## src/dcmas_pkg.sv

```systemverilog
// Shared widths, scale constants and types for the dual-channel moving average scaler.
package dcmas_pkg;

  localparam int unsigned SAMPLE_W  = 10;
  localparam int unsigned SCALED_W  = 13;
  localparam int unsigned DIV_W     = 23;
  localparam int unsigned DIV_CNT_W = $clog2(DIV_W + 1);

  localparam logic [SCALED_W-1:0] TEMP_SPAN  = 13'd5000;
  localparam logic [SCALED_W-1:0] LIGHT_SPAN = 13'd100;
  localparam logic [SAMPLE_W-1:0] FULL_SCALE = 10'd1023;

  // floor(x / 1023) == (x * SCALE_RECIP) >> SCALE_SHIFT for every x below 2^23;
  // SCALE_RECIP is ceil(2^33 / 1023)
  localparam int unsigned SCALE_SHIFT = 33;
  localparam logic [23:0] SCALE_RECIP = 24'd8396809;

  localparam logic CH_TEMP  = 1'b0;
  localparam logic CH_LIGHT = 1'b1;

  typedef enum logic [2:0] {
    ST_IDLE,
    ST_WRITE,
    ST_SUM,
    ST_DIVA,
    ST_MUL,
    ST_SCALE,
    ST_DONE
  } back_state_e;

  typedef struct packed {
    logic                start;
    logic [DIV_W-1:0]    dividend;
    logic [SAMPLE_W-1:0] divisor;
  } div_req_t;

  typedef struct packed {
    logic             done;
    logic [DIV_W-1:0] quotient;
  } div_rsp_t;

endpackage

```

## src/dcmas_fifo.sv

```systemverilog
// Two-entry queue between the front and back parts of the scaler.
module dcmas_fifo #(
  parameter int unsigned WIDTH = 8
) (
  input  logic             clk_i,
  input  logic             rst_ni,
  input  logic             push_i,
  input  logic [WIDTH-1:0] push_data_i,
  output logic             full_o,
  input  logic             pop_i,
  output logic [WIDTH-1:0] pop_data_o,
  output logic             valid_o
);

  logic [WIDTH-1:0] slot_q [2];
  logic             wr_ptr_q, wr_ptr_d;
  logic             rd_ptr_q, rd_ptr_d;
  logic [1:0]       fill_q, fill_d;

  // Advance pointers and fill level
  always_comb begin
    wr_ptr_d = wr_ptr_q ^ push_i;
    rd_ptr_d = rd_ptr_q ^ pop_i;
    fill_d   = fill_q + {1'b0, push_i} - {1'b0, pop_i};
  end

  always_ff @(posedge clk_i or negedge rst_ni) begin
    if (!rst_ni) begin
      wr_ptr_q <= 1'b0;
      rd_ptr_q <= 1'b0;
      fill_q   <= 2'd0;
    end else begin
      wr_ptr_q <= wr_ptr_d;
      rd_ptr_q <= rd_ptr_d;
      fill_q   <= fill_d;
    end
  end

  // Store the request
  always_ff @(posedge clk_i) begin
    if (push_i) begin
      slot_q[wr_ptr_q] <= push_data_i;
    end
  end

  assign full_o     = fill_q[1];
  assign valid_o    = (fill_q != 2'd0);
  assign pop_data_o = slot_q[rd_ptr_q];

endmodule

```

## src/dcmas_front.sv

```systemverilog
// Front part: accepts requests, tracks per-channel write position and fill state.
module dcmas_front #(
  parameter int unsigned WINDOW_LEN = 8,
  parameter int unsigned IDX_W      = $clog2(WINDOW_LEN),
  parameter int unsigned CNT_W      = $clog2(WINDOW_LEN + 1),
  parameter int unsigned ENTRY_W    = 1 + dcmas_pkg::SAMPLE_W + IDX_W + CNT_W
) (
  input  logic                          clk_i,
  input  logic                          rst_ni,
  input  logic                          in_valid_i,
  output logic                          in_ready_o,
  input  logic                          in_channel_i,
  input  logic [dcmas_pkg::SAMPLE_W-1:0] in_sample_i,
  output logic                          push_o,
  output logic [ENTRY_W-1:0]            push_data_o,
  input  logic                          queue_full_i
);

  logic [IDX_W-1:0] pos_q [2];
  logic [IDX_W-1:0] pos_d;
  logic             full_q [2];
  logic             full_d;
  logic             wrap;
  logic [CNT_W-1:0] count;
  logic             accept;

  assign in_ready_o = !queue_full_i;
  assign accept     = in_valid_i && !queue_full_i;

  // Advance the selected channel's position; mark full on wrap
  always_comb begin
    wrap   = (pos_q[in_channel_i] == IDX_W'(WINDOW_LEN - 1));
    pos_d  = wrap ? '0 : pos_q[in_channel_i] + IDX_W'(1);
    full_d = full_q[in_channel_i] | wrap;
    count  = full_d ? CNT_W'(WINDOW_LEN) : CNT_W'(pos_d);
  end

  always_ff @(posedge clk_i or negedge rst_ni) begin
    if (!rst_ni) begin
      pos_q[0]  <= '0;
      pos_q[1]  <= '0;
      full_q[0] <= 1'b0;
      full_q[1] <= 1'b0;
    end else if (accept) begin
      pos_q[in_channel_i]  <= pos_d;
      full_q[in_channel_i] <= full_d;
    end
  end

  // Queue entry: channel, sample, write index, element count (low bit first)
  assign push_o      = accept;
  assign push_data_o = {count, pos_q[in_channel_i], in_sample_i, in_channel_i};

endmodule

```

## src/dcmas_div.sv

```systemverilog
// Restoring divider, one quotient bit per cycle, used for the window mean.
module dcmas_div (
  input  logic                clk_i,
  input  logic                rst_ni,
  input  dcmas_pkg::div_req_t req_i,
  output dcmas_pkg::div_rsp_t rsp_o
);

  localparam int unsigned DW = dcmas_pkg::DIV_W;
  localparam int unsigned SW = dcmas_pkg::SAMPLE_W;

  logic                            busy_q, busy_d;
  logic                            done_q, done_d;
  logic [dcmas_pkg::DIV_CNT_W-1:0] cnt_q, cnt_d;
  logic [SW-1:0]                   rem_q, rem_d;
  logic [SW-1:0]                   dvs_q;
  logic [DW-1:0]                   quo_q, quo_d;
  logic [SW:0]                     trial;
  logic                            ge;

  // One shift-subtract step
  always_comb begin
    trial  = {rem_q, quo_q[DW-1]};
    ge     = (trial >= {1'b0, dvs_q});
    rem_d  = ge ? SW'(trial - {1'b0, dvs_q}) : SW'(trial);
    quo_d  = {quo_q[DW-2:0], ge};
    busy_d = busy_q;
    done_d = 1'b0;
    cnt_d  = cnt_q;
    if (busy_q) begin
      cnt_d = cnt_q - dcmas_pkg::DIV_CNT_W'(1);
      if (cnt_q == dcmas_pkg::DIV_CNT_W'(1)) begin
        busy_d = 1'b0;
        done_d = 1'b1;
      end
    end else if (req_i.start) begin
      busy_d = 1'b1;
      cnt_d  = dcmas_pkg::DIV_CNT_W'(DW);
    end
  end

  always_ff @(posedge clk_i or negedge rst_ni) begin
    if (!rst_ni) begin
      busy_q <= 1'b0;
      done_q <= 1'b0;
      cnt_q  <= '0;
    end else begin
      busy_q <= busy_d;
      done_q <= done_d;
      cnt_q  <= cnt_d;
    end
  end

  // Load operands on start, shift while busy
  always_ff @(posedge clk_i) begin
    if (busy_q) begin
      rem_q <= rem_d;
      quo_q <= quo_d;
    end else if (req_i.start) begin
      rem_q <= '0;
      quo_q <= req_i.dividend;
      dvs_q <= req_i.divisor;
    end
  end

  assign rsp_o.done     = done_q;
  assign rsp_o.quotient = quo_q;

endmodule

```

## src/dcmas_back.sv

```systemverilog
// Back part: ring memory, serial window sum, mean, scaling and result register.
module dcmas_back #(
  parameter int unsigned WINDOW_LEN = 8,
  parameter int unsigned IDX_W      = $clog2(WINDOW_LEN),
  parameter int unsigned CNT_W      = $clog2(WINDOW_LEN + 1),
  parameter int unsigned ENTRY_W    = 1 + dcmas_pkg::SAMPLE_W + IDX_W + CNT_W
) (
  input  logic                           clk_i,
  input  logic                           rst_ni,
  input  logic                           queue_valid_i,
  input  logic [ENTRY_W-1:0]             queue_data_i,
  output logic                           pop_o,
  output logic                           out_valid_o,
  input  logic                           out_ready_i,
  output logic [dcmas_pkg::SAMPLE_W-1:0] out_average_o,
  output logic [dcmas_pkg::SCALED_W-1:0] out_scaled_o,
  output logic                           out_channel_o
);

  localparam int unsigned SW         = dcmas_pkg::SAMPLE_W;
  localparam int unsigned SUM_W      = SW + CNT_W;
  localparam int unsigned ADDR_W     = IDX_W + 1;
  localparam int unsigned RING_DEPTH = 2 ** ADDR_W;
  localparam int unsigned RECIP_W    = $bits(dcmas_pkg::SCALE_RECIP);
  localparam int unsigned WIDE_W     = dcmas_pkg::DIV_W + RECIP_W;

  dcmas_pkg::back_state_e state_q, state_d;
  dcmas_pkg::div_req_t    div_req;
  dcmas_pkg::div_rsp_t    div_rsp;

  logic                        ch_q;
  logic [SW-1:0]               smp_q;
  logic [IDX_W-1:0]            widx_q;
  logic [CNT_W-1:0]            cnt_q;
  logic [CNT_W-1:0]            issue_q;
  logic                        rd_vld_q;
  logic [SUM_W-1:0]            sum_q;
  logic [SW-1:0]               avg_q;
  logic [dcmas_pkg::DIV_W-1:0] prod_q;
  logic [dcmas_pkg::SCALED_W-1:0] span;
  logic [WIDE_W-1:0]           scl_wide;
  logic [dcmas_pkg::SCALED_W-1:0] scl_q;

  logic [SW-1:0]               ring_mem [RING_DEPTH];
  logic [SW-1:0]               rd_data_q;
  logic                        mem_we;
  logic                        rd_issue;
  logic                        sum_done;
  logic                        out_load;
  logic                        out_valid_q;
  logic [SW-1:0]               out_avg_q;
  logic [dcmas_pkg::SCALED_W-1:0] out_scl_q;
  logic                        out_ch_q;

  assign sum_done = (issue_q == cnt_q) && !rd_vld_q;

  // Next state
  always_comb begin
    state_d = state_q;
    case (state_q)
      dcmas_pkg::ST_IDLE:  if (queue_valid_i) state_d = dcmas_pkg::ST_WRITE;
      dcmas_pkg::ST_WRITE: state_d = dcmas_pkg::ST_SUM;
      dcmas_pkg::ST_SUM:   if (sum_done) state_d = dcmas_pkg::ST_DIVA;
      dcmas_pkg::ST_DIVA:  if (div_rsp.done) state_d = dcmas_pkg::ST_MUL;
      dcmas_pkg::ST_MUL:   state_d = dcmas_pkg::ST_SCALE;
      dcmas_pkg::ST_SCALE: state_d = dcmas_pkg::ST_DONE;
      dcmas_pkg::ST_DONE:  if (!out_valid_q || out_ready_i) state_d = dcmas_pkg::ST_IDLE;
      default:             state_d = dcmas_pkg::ST_IDLE;
    endcase
  end

  // Control outputs per state
  always_comb begin
    pop_o            = (state_q == dcmas_pkg::ST_IDLE) && queue_valid_i;
    mem_we           = (state_q == dcmas_pkg::ST_WRITE);
    rd_issue         = (state_q == dcmas_pkg::ST_SUM) && (issue_q != cnt_q);
    out_load         = (state_q == dcmas_pkg::ST_DONE) && (!out_valid_q || out_ready_i);
    div_req.start    = (state_q == dcmas_pkg::ST_SUM) && sum_done;
    div_req.dividend = dcmas_pkg::DIV_W'(sum_q);
    div_req.divisor  = SW'(cnt_q);
    span             = (ch_q == dcmas_pkg::CH_LIGHT) ? dcmas_pkg::LIGHT_SPAN
                                                     : dcmas_pkg::TEMP_SPAN;
  end

  // Divide the scaled product by full scale through a reciprocal multiply
  assign scl_wide = WIDE_W'(prod_q) * WIDE_W'(dcmas_pkg::SCALE_RECIP);

  // Control registers
  always_ff @(posedge clk_i or negedge rst_ni) begin
    if (!rst_ni) begin
      state_q     <= dcmas_pkg::ST_IDLE;
      issue_q     <= '0;
      rd_vld_q    <= 1'b0;
      out_valid_q <= 1'b0;
    end else begin
      state_q <= state_d;
      if (mem_we) begin
        issue_q  <= '0;
        rd_vld_q <= 1'b0;
      end else if (state_q == dcmas_pkg::ST_SUM) begin
        rd_vld_q <= rd_issue;
        if (rd_issue) begin
          issue_q <= issue_q + CNT_W'(1);
        end
      end
      if (out_load) begin
        out_valid_q <= 1'b1;
      end else if (out_ready_i) begin
        out_valid_q <= 1'b0;
      end
    end
  end

  // Ring memory: one write port, one registered read port
  always_ff @(posedge clk_i) begin
    if (mem_we) begin
      ring_mem[{ch_q, widx_q}] <= smp_q;
    end
    rd_data_q <= ring_mem[{ch_q, issue_q[IDX_W-1:0]}];
  end

  // Datapath registers
  always_ff @(posedge clk_i) begin
    if (pop_o) begin
      {cnt_q, widx_q, smp_q, ch_q} <= queue_data_i;
    end
    if (mem_we) begin
      sum_q <= '0;
    end else if ((state_q == dcmas_pkg::ST_SUM) && rd_vld_q) begin
      sum_q <= sum_q + SUM_W'(rd_data_q);
    end
    if ((state_q == dcmas_pkg::ST_DIVA) && div_rsp.done) begin
      avg_q <= div_rsp.quotient[SW-1:0];
    end
    if (state_q == dcmas_pkg::ST_MUL) begin
      prod_q <= avg_q * span;
    end
    if (state_q == dcmas_pkg::ST_SCALE) begin
      scl_q <= scl_wide[dcmas_pkg::SCALE_SHIFT +: dcmas_pkg::SCALED_W];
    end
    if (out_load) begin
      out_avg_q <= avg_q;
      out_scl_q <= scl_q;
      out_ch_q  <= ch_q;
    end
  end

  dcmas_div u_div (
    .clk_i  (clk_i),
    .rst_ni (rst_ni),
    .req_i  (div_req),
    .rsp_o  (div_rsp)
  );

  assign out_valid_o   = out_valid_q;
  assign out_average_o = out_avg_q;
  assign out_scaled_o  = out_scl_q;
  assign out_channel_o = out_ch_q;

endmodule

```

## src/dual_channel_moving_average_scaler.sv

```systemverilog
// Top level of the dual-channel moving average scaler.
// Each request selects the temperature (tuser 0) or light (tuser 1) channel and carries a
// 10-bit converter sample. The sample enters that channel's ring of the last WINDOW_LEN
// samples; the result is the truncated mean of the samples stored so far (all WINDOW_LEN
// once the ring has wrapped) and that mean scaled by 5000/1023 (temperature, tenths of a
// degree) or 100/1023 (light, percent). One result per request, in order. For each request
// the window is summed one ring entry per cycle through the ring memory's single read port,
// the mean takes 23 steps of a bit-serial divider, and the scaling is a multiply by the span
// followed by a multiply by a fixed reciprocal of 1023. A two-entry queue lets up to two
// requests wait while one is processed, and a result register lets a finished result wait
// for tready. No clearing pass is needed after reset.
module dual_channel_moving_average_scaler #(
  parameter int unsigned WINDOW_LEN = 8
) (
  input  logic        clk_i,
  input  logic        rst_ni,
  input  logic        s_axis_tvalid_i,
  output logic        s_axis_tready_o,
  input  logic [15:0] s_axis_tdata_i,   // [9:0] sample, [15:10] zero
  input  logic        s_axis_tuser_i,   // [0] channel
  output logic        m_axis_tvalid_o,
  input  logic        m_axis_tready_i,
  output logic [23:0] m_axis_tdata_o,   // [9:0] average, [22:10] scaled_value, [23] zero
  output logic        m_axis_tuser_o    // [0] channel_out
);

  localparam int unsigned IDX_W   = $clog2(WINDOW_LEN);
  localparam int unsigned CNT_W   = $clog2(WINDOW_LEN + 1);
  localparam int unsigned ENTRY_W = 1 + dcmas_pkg::SAMPLE_W + IDX_W + CNT_W;

  logic                           push;
  logic [ENTRY_W-1:0]             push_data;
  logic                           queue_full;
  logic                           pop;
  logic [ENTRY_W-1:0]             pop_data;
  logic                           queue_valid;
  logic [dcmas_pkg::SAMPLE_W-1:0] average;
  logic [dcmas_pkg::SCALED_W-1:0] scaled;

  dcmas_front #(
    .WINDOW_LEN (WINDOW_LEN),
    .IDX_W      (IDX_W),
    .CNT_W      (CNT_W),
    .ENTRY_W    (ENTRY_W)
  ) u_front (
    .clk_i        (clk_i),
    .rst_ni       (rst_ni),
    .in_valid_i   (s_axis_tvalid_i),
    .in_ready_o   (s_axis_tready_o),
    .in_channel_i (s_axis_tuser_i),
    .in_sample_i  (s_axis_tdata_i[dcmas_pkg::SAMPLE_W-1:0]),
    .push_o       (push),
    .push_data_o  (push_data),
    .queue_full_i (queue_full)
  );

  dcmas_fifo #(
    .WIDTH (ENTRY_W)
  ) u_fifo (
    .clk_i       (clk_i),
    .rst_ni      (rst_ni),
    .push_i      (push),
    .push_data_i (push_data),
    .full_o      (queue_full),
    .pop_i       (pop),
    .pop_data_o  (pop_data),
    .valid_o     (queue_valid)
  );

  dcmas_back #(
    .WINDOW_LEN (WINDOW_LEN),
    .IDX_W      (IDX_W),
    .CNT_W      (CNT_W),
    .ENTRY_W    (ENTRY_W)
  ) u_back (
    .clk_i         (clk_i),
    .rst_ni        (rst_ni),
    .queue_valid_i (queue_valid),
    .queue_data_i  (pop_data),
    .pop_o         (pop),
    .out_valid_o   (m_axis_tvalid_o),
    .out_ready_i   (m_axis_tready_i),
    .out_average_o (average),
    .out_scaled_o  (scaled),
    .out_channel_o (m_axis_tuser_o)
  );

  // Pack the result fields, zero fill to whole bytes
  assign m_axis_tdata_o = {1'b0, scaled, average};

endmodule
```

## config.mk

```make
export PLATFORM = sky130hd
export DESIGN_NAME = dual_channel_moving_average_scaler
export DESIGN_NICKNAME = d
export VERILOG_FILES = /design/src/dcmas_pkg.sv /design/src/dcmas_fifo.sv /design/src/dcmas_front.sv /design/src/dcmas_div.sv /design/src/dcmas_back.sv /design/src/dual_channel_moving_average_scaler.sv
export SDC_FILE = /design/constraint.sdc
export NUM_CORES = 1
export LEC_CHECK = 0
export BUFFER_PORTS_ARGS = -buffer_cell sky130_fd_sc_hd__buf_2
export CAP_MARGIN = 0
export CORE_ASPECT_RATIO = 0.6
export CORE_MARGIN = 3
export CORE_UTILIZATION = 45
export CTS_BUF_LIST = sky130_fd_sc_hd__clkbuf_4 sky130_fd_sc_hd__clkbuf_8
export CTS_CLUSTER_DIAMETER = 120
export DETAILED_ROUTE_END_ITERATION = 6
export GPL_ROUTABILITY_DRIVEN = 0
export PLACE_DENSITY = 0.67
export SETUP_SLACK_MARGIN = 0.4
export SLEW_MARGIN = 15
export SYNTH_ARGS = -nofsm -noshare
export SYNTH_HDL_FRONTEND = slang
export SYNTH_SLANG_ARGS = --single-unit
```

## constraint.sdc

```tcl
create_clock -name clk_i -period 7.05 [get_ports clk_i]
set_clock_uncertainty 0.2 [all_clocks]
set_input_delay 1.41 -clock clk_i [delete_from_list [all_inputs] [get_ports clk_i]]
set_output_delay 1.41 -clock clk_i [all_outputs]
set_load 0.1 [all_outputs]
```

Word-level counts from Yosys, hierarchy flattened
Memories as Yosys holds them, arrays and structs flattened. A register that Yosys moved wholly into a read port is not among the register bits.
Index checks and enable logic that the tools add are counted.
{ "classes": {"n_reduce_logical": 22, "n_addsub": 7, "eq_ne": 14, "mul": 2, "muxes": 43, "order_cmp": 3, "bitwise_logic": 5} }
{ "op_table": {"columns": ["op", "n"], "rows": [
  ["$mul 23x24->46 const B", 1],
  ["$mux 23", 2],
  ["$mux 10", 3],
  ["$mux 3", 9],
  ["$mul 10x13->23", 1],
  ["$pmux 3 s7", 1],
  ["$mux 1", 17],
  ["$mux 4", 4],
  ["$add 14x10->14", 1],
  ["$mux 13", 1],
  ["$eq 3x3->1 const B", 4],
  ["$ge 11x4->1", 1],
  ["$mux 5", 2],
  ["$reduce_bool 2->1", 5],
  ["$sub 10x4->10", 1],
  ["$logic_and 1x1->1", 9],
  ["$bwmux 6", 1],
  ["$eq 3x2->1 const B", 2],
  ["$eq 5x1->1 const B", 1],
  ["$sub 5x1->5 const B", 1],
  ["$add 4x1->4 const B", 1],
  ["$eq 4x4->1", 1],
  ["$ne 2x1->1 const B", 2],
  ["$ne 2x2->1 const B", 2],
  ["other kinds (19)", 23]
]} }
{ "totals": {"elab_cells": 122, "n_memories": 2, "mem_bits_rw": 196, "ff_bits": 149, "input_bits": 21} }
{ "memory_table": {"columns": ["name", "words", "width", "read_ports", "rd_clocked_by_memory_dff", "wr", "line_no", "rtl"], "rows": [
  ["u_back.ring_mem", 16, 10, 1, 1, 1, "dcmas_back.sv:44", "logic [SW-1:0] ring_mem [RING_DEPTH];"],
  ["u_fifo.slot_q", 2, 18, 1, 1, 1, "dcmas_fifo.sv:15", "logic [WIDTH-1:0] slot_q [2];"]
]} }

Logic depth before layout (Yosys ltp)
{ "depth": {"word_depth": 7, "depth_mapped": 22} }

Modules after synthesis
From an unflattened synthesis, not the netlist that was laid out.
{ "unflattened": {"hier_cells": 1456, "hier_area_um2": 20184.4} }
{ "by_module_without_submodules": {"columns": ["module", "n_inst", "cells_per_inst", "area_per_inst_um2"], "rows": [
  ["dcmas_back", 1, 1132, 15469.8],
  ["dcmas_div", 1, 202, 2593.7],
  ["dcmas_fifo", 1, 71, 1552.7],
  ["dcmas_front", 1, 49, 556.8],
  ["dual_channel_moving_average_scaler", 1, 2, 11.3]
]} }

Least setup slack after synthesis
Ideal clock, no wire load.
{ "synth_timing": {"path_kind": "register -> register", "from": "register u_back.ch_q, read port of u_fifo.slot_q", "to": "register u_back.prod_q[22] in the netlist's numbering (data pin)", "slack_ns": 1.589, "required_time_ns": 6.592, "arrival_ns": 5.003, "period_less_slack_ns": 5.461, "stages_incl_launch_ff": 21, "cell_sequence": "edfxtp_1 -> clkbuf_1 -> clkbuf_1 -> nand2b_1 -> fa_1 -> fa_1 -> inv_1 -> ha_1 -> fa_1 -> inv_1 -> fa_1 -> inv_1 -> ha_1 -> o21ai_0 -> o21ai_0 -> a21oi_1 -> o21ai_0 -> a211oi_1 -> o31ai_1 -> a21oi_1 -> xnor2_1"} }
{ "synth_via": {"elab_chain_len": 2} }
{ "synth_rtl": {"columns": ["element", "line_no", "rtl"], "rows": [
  ["start: declaration", "dcmas_back.sv:31", "logic ch_q;"],
  ["$mux 13", "dcmas_back.sv:81", "span = (ch_q == dcmas_pkg::CH_LIGHT) ? dcmas_pkg::LIGHT_SPAN"],
  ["$mul 10x13->23", "dcmas_back.sv:136", "prod_q <= avg_q * span;"],
  ["end signal: assignment", "dcmas_back.sv:136", null],
  ["end: declaration", "dcmas_back.sv:39", "logic [dcmas_pkg::DIV_W-1:0] prod_q;"]
]} }
No other way between the ends.
A chain may end at the register's enable or synchronous reset.

Final worst setup path
Ends and elaborated chain as after synthesis.

==> results.json <==
{
  "outcome": "finished, violations left",
  "violations": "DRC",
  "slew_violations": 0,
  "root_buffer": "clkbuf_8",
  "multi_input_area_sq_mm": 0.00833,
  "layout.cells.most_common": "edfxtp_1",
  "cts_sinks": 371,
  "start_util": 0.463,
  "worstPathRequired_ns": 7.24,
  "grt_antenna_before_repair": 0,
  "antenna_cells": 0,
  "vdd_drop_max_mv": 0.182,
  "cts_made_buffers": 55,
  "hold_viol_final": 0,
  "power.leakage_nw": 8.97,
  "rsz0062_at_grt": "false",
  "power_density_mw_per_mm2": 299,
  "synthFlopType": "edfxtp_1",
  "cap_violations": 0,
  "drt-total-wl_um": 38200,
  "wl_per_cell_um": 17.8,
  "place_inst": 2038,
  "io_buffers": 40,
  "hp-start": "u_back.scl_q[5]",
  "crit_arrival_ns": 6.23,
  "synth_edf_count": 319,
  "drc": 4,
  "cp_slowest_cell": "edfxtp_1",
  "path_clk_slew_ns": 0.07,
  "synth_area_sq_mm": 0.0196,
  "htree_levels": 2,
  "min_period_ns": 6.05,
  "dp.final_hpwl_um": 27200,
  "antenna_left": 0,
  "seq_area_frac_synth": 0.548,
  "cts_resized": 0,
  "r2r_end": "u_back.prod_q[22]",
  "finalNonFillerCells": 2139,
  "cp_top_family": "adder cells",
  "max_freq_mhz": 165,
  "avgSynthCellArea_sq_um": 13.6,
  "drtIter0Drc": 833,
  "grt_pass1_vias": 11100,
  "gr-usage-all-layers": 0.168,
  "yosysWarnings": 0,
  "fin_crit_sh": 0.858,
  "register_area_sq_mm": 0.0108,
  "synth_seq_cells": 371,
  "cpMostUsedCell": "inv_1",
  "min-delay-path-class": "reg2reg",
  "r2r_setup_slack_ns": 1.00,
  "row_count": 58,
  "core_area_sq_mm": 0.0425,
  "crit_path_start_kind": "flop",
  "ys_async_sr_fraction": 0.0755,
  "grt_overflow_total": 0,
  "grt_pass1_wl_um": 60700,
  "cp.buffers_inverters": 5,
  "rr_worst_depth": 20,
  "via_per_inst": 5.32,
  "ctsLongestPathBuffers": 3,
  "die-area_sq_mm": 0.0463,
  "synthCells": 1447,
  "cts_tree": "built",
  "nNetsFinal": 1812,
  "yosysUniqueCellTypes": 66,
  "drt-pass1-iter-count": 7,
  "die_w_um": 276,
  "path_cells": "buf_4 > and2_1 > ha_1 > inv_1 > fa_1 > inv_1 > ha_1 > fa_1 > inv_1 > fa_1 > inv_1 > ha_1 > o21ai_0 > o21ai_0 > a21oi_1 > o21ai_0 > a211oi_1 > o31ai_1 > a21oi_1 > xnor2_1",
  "dieHeight_um": 168,
  "finalSetupTns_ns": 0,
  "clkLatencyLatePin_ns": 0.63,
  "whs_ns": 0.219,
  "grt_start_max_net_pins": 46,
  "cp-end-kind": "flop",
  "vias": 11400,
  "setup_viol": 0,
  "worst_path_largest_cell_delay_ns": 0.75,
  "worstMarginPinSlew_ns": 1.18,
  "worst_r2r_startpoint": "u_back.ch_q",
  "worst-path-max-fanout": 28,
  "final_layout_size_suffix_gt1_frac": 0.152,
  "io_pins": 48,
  "hold_end": "u_back.out_scaled_o[5]",
  "cts_hold_buf": 0,
  "cts_setup_buffers": 0,
  "n_fill_cell": 3641,
  "syn2layout_area_growth_pct": 10.6,
  "slew_headroom": 0.213,
  "crit_type": "reg2reg",
  "hold_depth": 0,
  "final_cell_mix": "edfxtp_1, ha_1, inv_1, nand2_1, a21oi_1"
}
==> Yosys cell counts, types with 8 or more instances <==
master / n / share of area
xnor2_1: 22 / 0.0098
nand2b_1: 13 / 0.0041
clkbuf_1: 29 / 0.0055
a22oi_1: 14 / 0.0054
nor2b_1: 17 / 0.0054
fa_1: 50 / 0.051
xor2_1: 24 / 0.011
and2_1: 31 / 0.0099
a21o_1: 18 / 0.0069
inv_1: 116 / 0.022
a21oi_1: 63 / 0.016
nor3_1: 18 / 0.0046
dfxtp_1: 24 / 0.024
edfxtp_1: 319 / 0.49
ha_1: 216 / 0.14
o21ai_0: 56 / 0.014
nor2_1: 63 / 0.012
mux2i_1: 39 / 0.020
mux2_2: 48 / 0.028
a221oi_1: 10 / 0.0045
buf_2: 8 / 0.0020
and3_1: 8 / 0.0025
dfrtp_1: 28 / 0.036
nand2_1: 79 / 0.015
mux4_2: 20 / 0.023
nand3_1: 19 / 0.0048
==> cell families after synthesis <==
family	Yosys count	share of synthesized area
compound gates	212	0.0681
simple gates	287	0.0735
buf+inv	156	0.0305
mux	107	0.0703
other cells	2	0.000382
xor+xnor	46	0.0205
flops	371	0.548
fa+ha+maj	266	0.189
==> layer usage <==
| metal | vias to the layer above | GRT usage | part of all wire |
|---|---|---|---|
| li1 | 5490 | - | - |
| met1 | 5561 | 0.275 | 0.52 |
| met2 | 262 | 0.225 | 0.40 |
| met3 | 58 | 0.0323 | 0.056 |
| met4 | 0 | 0.0390 | 0.018 |
| met5 | - | 0 | 0 |
==> how the worst max path moves through the flow <==
stage,cells after the start,slack (ns),startpoint,endpoint
6_report,20,1.00,u_back.ch_q,u_back.prod_q[22]
5_1_grt,18,0.64,u_back.ch_q,u_back.prod_q[22]
4_1_cts,20,1.03,u_back.ch_q,u_back.prod_q[22]
3_5_place_dp,20,1.08,u_back.ch_q,u_back.prod_q[22]
3_3_place_gp,20,1.06,u_back.ch_q,u_back.prod_q[22]
2_1_floorplan,20,1.59,u_back.ch_q,u_back.prod_q[22]
==> per-stage QoR <==
| step | instance area, sq um | utilization | worst slack [ns] | power, W |
|---|---|---|---|---|
| final | 21700 | 0.511 | 1.00 | 0.00649 |
| after global routing | 21700 | 0.511 | 0.641 | 0.00688 |
| after CTS | 21700 | 0.511 | 1.03 | 0.00654 |
| after detailed placement | 20500 | 0.484 | 1.08 | 0.00472 |
| after global placement | 20500 | 0.484 | 1.06 | 0.00466 |
| after floorplan | 19700 | - | 1.59 | 0.00429 |
==> final cells by class <==
cell class | instances | area share
inverters | 117 | 0.0202
repair buffers | 54 | 0.0141
flip-flops and latches | 371 | 0.496
clock inverters | 20 | 0.00778
clock buffers | 81 | 0.0456
well taps | 570 | 0.0329
multi-input cells | 926 | 0.384
==> state kept, by name, indices dropped and copies added (netlist names), 2 cells and up <==
signal	flops
u_back.u_div.cnt_q	5
u_back.avg_q	10
u_back.state_q	3
u_back.prod_q	21
u_fifo.fill_q	2
u_back.out_average_o	10
u_back.scl_q	13
u_back.widx_q	3
u_back.sum_q	14
u_back.smp_q	10
u_front.pos_q	6
u_back.u_div.dvs_q	4
u_fifo.slot_q	36
u_back.out_scaled_o	13
u_back.cnt_q	4
u_front.full_q	2
u_back.rd_data_q	10
u_back.u_div.rem_q	10
u_back.issue_q	4
u_back.u_div.quo_q	23
u_back.ring_mem	160
==> power by group <==
| part | switching (W) | internal [W] |
|---|---|---|
| Sequential | 0.000212 | 0.00275 |
| Combinational | 0.000956 | 0.000755 |
| Clock | 0.000832 | 0.000982 |
(Power assumes the default switching activity.)
